## src/sv/gld_pkg.sv

```systemverilog
`timescale 1ns / 1ps
`default_nettype none
// ----------------------------------------------------------------------------
// gld_pkg: shared types and constants for the GIF LZW decoder
// Request kinds, status codes, the front-to-back command struct and the
// decoder sequencer states.
// ----------------------------------------------------------------------------
package gld_pkg;

    localparam int MAX_CODE_BITS_DEF = 12;
    localparam int ACC_BITS_DEF      = 32;
    localparam int STACK_DEPTH       = 4096;
    localparam int STACK_AW          = 12;

    typedef enum logic [1:0] {
        REQ_FEED    = 2'd0,
        REQ_PULL    = 2'd1,
        REQ_RESTART = 2'd2,
        REQ_BAD     = 2'd3
    } t_req;

    typedef enum logic [2:0] {
        ST_PIXEL = 3'd0,
        ST_NEED  = 3'd1,
        ST_END   = 3'd2,
        ST_ERR   = 3'd3,
        ST_OK    = 3'd4,
        ST_FULL  = 3'd5
    } t_status;

    // request handed from the front part to the back part
    typedef struct packed {
        t_req       kind;
        logic [7:0] data;
        logic       eod;
    } t_cmd;

    typedef enum logic [2:0] {
        S_IDLE,
        S_DECODE,
        S_WALK,
        S_POP,
        S_READ,
        S_DONE
    } t_state;

endpackage
`default_nettype wire

```

## src/sv/gld_front.sv

```systemverilog
`timescale 1ns / 1ps
`default_nettype none
// ----------------------------------------------------------------------------
// gld_front: request intake
// Accepts stream requests into a two-entry queue and presents them to the
// decode engine as classified commands.
// ----------------------------------------------------------------------------
module gld_front (
    input  wire             i_clk,
    input  wire             i_rst_n,
    input  wire             i_valid,
    output logic            o_ready,
    input  wire [1:0]       i_kind,
    input  wire [7:0]       i_data,
    input  wire             i_eod,
    output logic            o_cmd_valid,
    input  wire             i_cmd_take,
    output gld_pkg::t_cmd   o_cmd
);
    import gld_pkg::*;

    t_cmd       r_q [2];
    logic       r_wp, r_rp;
    logic [1:0] r_cnt;
    logic       push, pop;

    assign o_ready     = (r_cnt != 2'd2);
    assign o_cmd_valid = (r_cnt != 2'd0);
    assign o_cmd       = r_q[r_rp];
    assign push        = i_valid && o_ready;
    assign pop         = i_cmd_take && o_cmd_valid;

    // queue storage
    always_ff @(posedge i_clk) begin
        if (push) begin
            r_q[r_wp] <= '{kind: t_req'(i_kind), data: i_data, eod: i_eod};
        end
    end

    // pointers and fill
    always_ff @(posedge i_clk) begin
        if (!i_rst_n) begin
            r_wp  <= 1'b0;
            r_rp  <= 1'b0;
            r_cnt <= 2'd0;
        end else begin
            if (push) r_wp <= ~r_wp;
            if (pop)  r_rp <= ~r_rp;
            r_cnt <= r_cnt + {1'b0, push} - {1'b0, pop};
        end
    end

endmodule
`default_nettype wire

```

## config.mk

```make
export PLATFORM = sky130hd
export DESIGN_NAME = gld_front
export DESIGN_NICKNAME = d
export VERILOG_FILES = /design/src/sv/gld_pkg.sv /design/src/sv/gld_front.sv
export SDC_FILE = /design/constraint.sdc
export NUM_CORES = 1
export LEC_CHECK = 0
export BUFFER_PORTS_ARGS = -buffer_cell sky130_fd_sc_hd__buf_4
export CAP_MARGIN = 20
export CORE_MARGIN = 10
export CORE_UTILIZATION = 53
export DETAILED_ROUTE_END_ITERATION = 10
export PLACE_DENSITY = 0.93
export SETUP_SLACK_MARGIN = 0.05
export SLEW_MARGIN = 10
export SYNTH_ARGS = -nofsm -noshare
export SYNTH_HDL_FRONTEND = slang
export SYNTH_SLANG_ARGS = --single-unit
```

## constraint.sdc

```tcl
create_clock -name i_clk -period 2.55 [get_ports i_clk]
set_clock_uncertainty 0.15 [all_clocks]
set_input_delay 0.1275 -clock i_clk [delete_from_list [all_inputs] [get_ports i_clk]]
set_output_delay 0.1275 -clock i_clk [all_outputs]
set_load 0.03 [all_outputs]
```

==> metrics.md, run 1 <==
| Metric | Value |
|---|---|
| Largest net degree at the start of global routing | 15 |
| Synth Area in Simple Gates | 0.0597 |
| Hold wc startpoint | i_valid |
| EDFF count, synth | 22 |
| Slew Limit Fails | 0 |
| Vias | 618 |
| Site Rows | 15 |
| Post-Route Utilization | 0.789 |
| CP max FO | 4 |
| Startpoint Class | flip-flop |
| Tightest Pin Transition | 0.539 ns |
| Gr usage total | 0.105 |
| Sequential element share of the synthesized area | 0.741 |
| Worst VDD drop | 580 uV |
| Final setup fails | 0 |
| P&R area growth vs syn | 37.0% |
| Setup Buffers After CTS | 0 |
| DR iter-0 viols | 15 |
| Final Hold Fails | 0 |
| Fin crit share | 0.723 |
| Total gr overflow | 0 |
| Io pins | 28 |
| Clock Path Buffers | 2 |
| Clk Latency, worst-skew pair | 0.31 ns |
| DRT Pass-1 Iters | 5 |
| Reg-to-reg setup timing slack | 0.71 ns |
| Core area | 0.00178 sq mm |
| Sequential Power Share | 0.473 |
| Hold EP | r_wp |
| Nets@finish | 119 |
| Antenna cells | 0 |
| RSZ-0062 raised after global routing | no |
| Synth cell count leaders | 22 x edfxtp_1, 11 x mux2_2, 5 x dfxtp_1, 3 x xnor2_1 |
| Vias in the first global route | 670 |
| Detailed-route wire length | 2.10 mm |
| Max-slew headroom | 0.640 |
| CP Capture Type | flip-flop |
| CTS root buffer | clkbuf_4 |
| Gate power share | 0.390 |
| Clock Sinks | 27 |
| DRC errors left | 0 |
| CTS tree | built |
| Placed Cells | 110 |
| Die ar. | 0.00410 sq mm |
| Clock power share | 0.137 |
| Per-cell routed wire length | 16.7 um |
| Count leader, synth | edfxtp_1 |
| Hold Crit Depth | 3 |
| Post_cts resized | 0 |
| Initial antenna violation count | 0 |
| CP Class | flip-flop to flip-flop |
| Max Cap Viol | 0 |
| Global-route wire length before repair | 3.32 mm |
| Share of layout cells above drive strength 1 | 0.436 |
| Antenna Nets Post-Route | 0 |
| Clock transition at the registers of the reported paths | 0.13 ns |
| Post-synthesis cell count | 58 |
| Leak | 0.000554 uW |
| CP Data Required Time | 2.63 ns |
| Data arrival time of the critical path | 1.92 ns |
| Synth Area in Adders | 0.0244 |
| FF-to-FF Start | r_cnt[0] |
| TritonCTS Buffers | 3 |
| Switching pwr | 439 uW |
| Yosys warnings | 0 |
| Post-synth ARST share | 0 |
| Initial Utilization | 0.576 |
| Total power per unit cell area | 916 mW/mm^2 |
| Status | finished clean |
| Final GP Congestion | 0.615 |
| Die W | 64.0 um |
| CTS HTree Levels | 1 |
| Share of Yosys cell area claimed by the top area cell type | 0.643 |
| Syn nets | 75 |
| Synthesized area | 0.00103 sq mm |
| Post-Synth XOR/XNOR Area | 0.0256 |
| DR vias/cell | 4.90 |
| Synth unique cells | 16 |
| Filler-free cell count of the finished design | 126 |
| Fmax | 543 MHz |
| R2R cell count | 8 |
| Post-layout minimum cycle time | 1.84 ns |
| Sw Ratio | 0.340 |
| Synthesis-stage register bit count | 27 |
| Largest family of logic cells by synthesized area | multiplexers |
| Buffers added on ports | 27 |
| Internal power | 851 uW |
| R2R Path End | r_cnt[1] |
| Die Span Y | 64.0 um |
| Setup TNS | 0 ns |
| Hold Crit Class | input pin to flip-flop |
| Mapped Avg Cell Area | 17.7 sq um |
| Mux cell area share after synthesis | 0.130 |
| Synth Area in Compound Gates | 0.00853 |
| Area leader, netlist | edfxtp_1 |
| Dominant synthesized flop cell | edfxtp_1 |
| Main area contributors after synthesis | edfxtp_1 64%, mux2_2 12%, dfxtp_1 9.7% |
## power groups by stage
stage	Sequential, uW	Clock, uW	Combinational [uW]
after global placement	613	0	473
after floorplan	591	0	346
after detailed placement	619	0	492
after global routing	615	203	543
final	610	177	503
after CTS	610	178	508
## per-stage QoR
step	power [uW]	cell area [sq um]	hold WS, ns	setup slack, ns
floorplan	937	1030	0.0764	0.597
global placement	1090	1260	0.163	0.845
detailed placement	1110	1260	0.165	0.714
CTS	1300	1410	0.00516	0.700
global route	1360	1410	0.00600	0.653
finish	1290	1410	0.00496	0.707
## logic make-up after synthesis
kind of cell / after synthesis
compound gates: 1
xor+xnor: 3
fa+ha+maj: 2
buf+inv: 2
flops: 27
mux: 12
simple gates: 11
## registers in the layout, summed over array words and instances, names as in the netlist, named ones only
register,flops
r_wp,1
r_rp,1
r_q,22
r_cnt,2
## critical path: stages, from the launching register on
cell and delay [ns]:
dfxtp_1 0.39, nand2b_1 0.16, nand2_1 0.12, ha_1 0.31, inv_1 0.05, ha_1 0.18, xnor2_1 0.13, xnor2_1 0.12
and2_1 0.14
## placed cells by master, fill, tap and decap left out
master         netlist  layout
and2_1               2       2
and3_1               1       1
buf_4                1      28
clkbuf_1             0       1
clkbuf_4             0       3
dfxtp_1              5       5
dlygate4sd3_1        0      12
edfxtp_1            22      22
ha_1                 2       2
inv_1                1       1
mux2_2              11      11
mux2i_1              1       1
nand2_1              2       2
nand2b_1             2       2
nor2_1               1       1
nor2b_1              2       2
o21a_2               1       1
or2_2                1       1
xnor2_1              3       3
## repair_timing
item,CTS,global route
hold buffers,12,0
endpoints found under the hold margin,27,0
setup endpoints to repair,0,0
## how the worst max path moves through the flow
stage | from | end | slack, ns | cells after the start
3_3_place_gp | r_cnt[0] | r_cnt[1] | 0.84 | 8
2_1_floorplan | r_cnt[0] | r_cnt[1] | 0.60 | 8
3_5_place_dp | r_cnt[0] | r_cnt[1] | 0.71 | 8
5_1_grt | r_cnt[0] | r_cnt[1] | 0.65 | 8
6_report | r_cnt[0] | r_cnt[1] | 0.71 | 8
4_1_cts | r_cnt[0] | r_cnt[1] | 0.70 | 8
## layer usage
metal  routed length [um]  global-route usage
met5                    0                   0
met4                   45              0.0574
met3                  139              0.0366
met2                 1080               0.178
met1                  842               0.111
## layout make-up
class,count,area [sq um]
Tap cell,25,31.3
Timing Repair Buffer,40,330
Inverter,1,3.75
Sequential cell,27,761
Fill cell,111,375
Multi-Input combinational cell,29,255
Clock buffer,4,26.3
Note: power is estimated with default switching activity, not from simulation.
==> run 2: changes to the inputs <==
ABC_AREA = 1   (was default)
CORE_UTILIZATION = 50   (was 53)
PLACE_DENSITY = 0.88   (was 0.93)
clock period = 1.9 ns   (was 2.55 ns; I/O delays follow)
==> metrics.md, run 2 <==
| Metric | Value |
|---|---|
| Status | finished clean |
| Setup TNS | 0 ns |
| Count leader, synth | edfxtp_1 |
| Share of layout cells above drive strength 1 | 0.379 |
| Reg-to-reg setup timing slack | 0.18 ns |
| Fin crit share | 0.908 |
| CTS root buffer | clkbuf_4 |
| Clock Sinks | 27 |
| Fmax | 580 MHz |
| Main area contributors after synthesis | edfxtp_1 62%, mux2_4 14%, dfxtp_1 9.3% |
| Switching pwr | 641 uW |
| TritonCTS Buffers | 3 |
| RSZ-0062 raised after global routing | no |
| Total gr overflow | 0 |
| Sequential element share of the synthesized area | 0.709 |
| Hold Crit Class | input pin to flip-flop |
| Initial Utilization | 0.536 |
| Slowest CP cell | dfxtp_1 |
| Area leader, netlist | edfxtp_1 |
| CP Class | flip-flop to flip-flop |
| R2R cell count | 10 |
| Antenna Nets Post-Route | 0 |
| Nets@finish | 134 |
| Largest regs | r_q x22, r_cnt x2 |
| Max incr delay on CP | 0.39 ns |
| Final Hold Fails | 0 |
| Synth unique cells | 11 |
| Max Cap Viol | 0 |
| Die W | 66.3 um |
| Vias in the first global route | 740 |
| Max-slew headroom | 0.718 |
| Final setup fails | 0 |
| CP Capture Type | flip-flop |
| Largest register FFs | 22 |
| Startpoint Class | flip-flop |
| Die Span Y | 66.3 um |
| DR iter-0 viols | 21 |
| Detailed-route wire length | 2.07 mm |
| Sw Ratio | 0.355 |
| FF-to-FF Start | r_cnt[0] |
| Per-cell routed wire length | 14.5 um |
| Site Rows | 16 |
| Post-route cell area | 0.00148 sq mm |
| Clk Latency, worst-skew pair | 0.33 ns |
| Crit path cell chain | inv_1 -> nand2_1 -> nand2_1 -> ha_1 -> inv_1 -> ha_1 -> inv_1 -> nand2_1 -> a21oi_1 -> nor2_1 |
| Core area | 0.00200 sq mm |
| Data arrival time of the critical path | 1.81 ns |
| CP Data Required Time | 1.99 ns |
| Worst VDD drop | 875 uV |
| CP max FO | 4 |
| CTS HTree Levels | 1 |
| Leak | 0.000638 uW |
| Synthesized area | 0.00107 sq mm |
| R2R Path End | r_cnt[1] |
| Die ar. | 0.00440 sq mm |
| Hold EP | r_q[1][10] |
| Clock power share | 0.134 |
| Post-layout minimum cycle time | 1.72 ns |
| Initial antenna violation count | 0 |
| Slew Limit Fails | 0 |
| Hold Crit Depth | 2 |
| Gate power share | 0.424 |
| Io pins | 28 |
| DR vias/cell | 4.72 |
| Most common cell after layout, fill and taps aside | buf_4 |
| Buffers added on ports | 27 |
| Syn nets | 87 |
| Yosys warnings | 0 |
| Hold wc startpoint | i_kind[1] |
| DRC errors left | 0 |
| Post-DP HPWL | 1.49 mm |
| Synth cell count leaders | 22 x edfxtp_1, 10 x mux2_4, 9 x nand2_1, 8 x nor2_1, 7 x inv_1 |
| Fillers | 132 |
| Clock Path Buffers | 2 |
| Largest net degree at the start of global routing | 16 |
| Internal power | 1170 uW |
| Clock transition at the registers of the reported paths | 0.14 ns |
| Vias | 675 |
| DRT Pass-1 Iters | 4 |
| Setup Buffers After CTS | 0 |
| Dominant synthesized flop cell | edfxtp_1 |
| Post-synthesis cell count | 70 |
| Most frequent cells in the layout | 29 x buf_4, 22 x edfxtp_1, 14 x dlygate4sd3_1, 10 x mux2_4, 9 x nand2_1 |
| Post-synth ARST share | 0 |
| Global-route wire length before repair | 3.19 mm |
| Area after DPL | 0.00131 sq mm |
| Reg with most FFs | r_q |
| Sequential Power Share | 0.442 |
| CTS tree | built |
| Tightest Pin Transition | 0.422 ns |
| Synthesis-stage register bit count | 27 |
| Share of Yosys cell area claimed by the top area cell type | 0.615 |
| Final GP Congestion | 0.631 |
| Antenna cells | 0 |
| EDFF count, synth | 22 |
| P&R area growth vs syn | 38.0% |
| Final hold slack | 0.335 ns |
| Total power per unit cell area | 1220 mW/mm^2 |
| Mapped Avg Cell Area | 15.3 sq um |
| Gr usage total | 0.0961 |
## run 2: cell count changes after synthesis, sizes merged, moves of 3 or more
cell	previous run	this run
nor2	1	8
inv	1	7
nand2	2	9
xnor2	3	0
nand3	0	3
## run 2: how the worst max path moves through the flow
stage,slack (ns),startpoint,endpoint,cells after the start
final,0.18,r_cnt[0],r_cnt[1],10
after global placement,0.34,r_cnt[0],r_cnt[1],10
after global routing,0.05,r_cnt[0],r_cnt[1],10
after detailed placement,0.20,r_cnt[0],r_cnt[1],10
after CTS,0.18,r_cnt[0],r_cnt[1],10
after floorplan,0.1,r_cnt[0],r_q[0][0],4
## run 2: logic make-up (layout without fill, tap and decap cells)
kind of cell | count (synthesis) | in the layout | share of synthesized area
flip-flops | 27 | 27 | 0.709
adder cells (fa/ha/maj) | 2 | 2 | 0.0233
multiplexers | 11 | 11 | 0.150
buffers and inverters | 8 | 54 | 0.0350
AO/OA/AOI/OAI | 2 | 2 | 0.00932
AND/OR/NAND/NOR | 20 | 20 | 0.0734
## run 2: cell type report
class | count | area (sq um) | share of cell area
well taps | 27 | 33.8 | 0.0228
multi-input cells | 35 | 275 | 0.186
repair buffers | 43 | 358 | 0.242
clock buffers | 3 | 22.5 | 0.0152
clock inverters | 1 | 5.00 | 0.00338
flip-flops and latches | 27 | 761 | 0.514
inverters | 7 | 26.3 | 0.0177
## run 2: power by group through the flow
stage	registers [uW]	clock network, uW	logic (uW)
detailed placement	812	0	753
CTS	799	245	777
finish	799	242	767
global route	808	266	829
floorplan	802	0	519
global placement	802	0	728
## run 2: stage by stage
stage	cells	setup WS [ns]	power (uW)	util
floorplan	70	0.0987	1320	-
global placement	125	0.338	1530	0.656
detailed placement	125	0.204	1560	0.656
CTS	143	0.183	1820	0.740
global route	143	0.0521	1900	0.740
finish	143	0.175	1810	0.740
## run 2: layer usage
metal | global-route usage | up-vias | routed length, um
met5 | 0 | - | 0
met2 | 0.167 | 24 | 1060
met1 | 0.0847 | 310 | 739
met4 | 0.0707 | 0 | 80
met3 | 0.0441 | 7 | 184
li1 | - | 334 | -
## run 2: critical path, delay by kind of cell (launching register included)
| kind | cells | cell delay, ns |
|---|---|---|
| and+or+nand+nor | 4 | 0.33 |
| buffers and inverters | 3 | 0.15 |
| AOI/OAI and AO/OA | 1 | 0.14 |
| adders and majority gates | 2 | 0.46 |
| DFF | 1 | 0.39 |
## run 2: what timing repair did
action	in CTS	in global routing
hold buffers	14	0
hold endpoints to repair	27	0
gates resized for setup	0	0
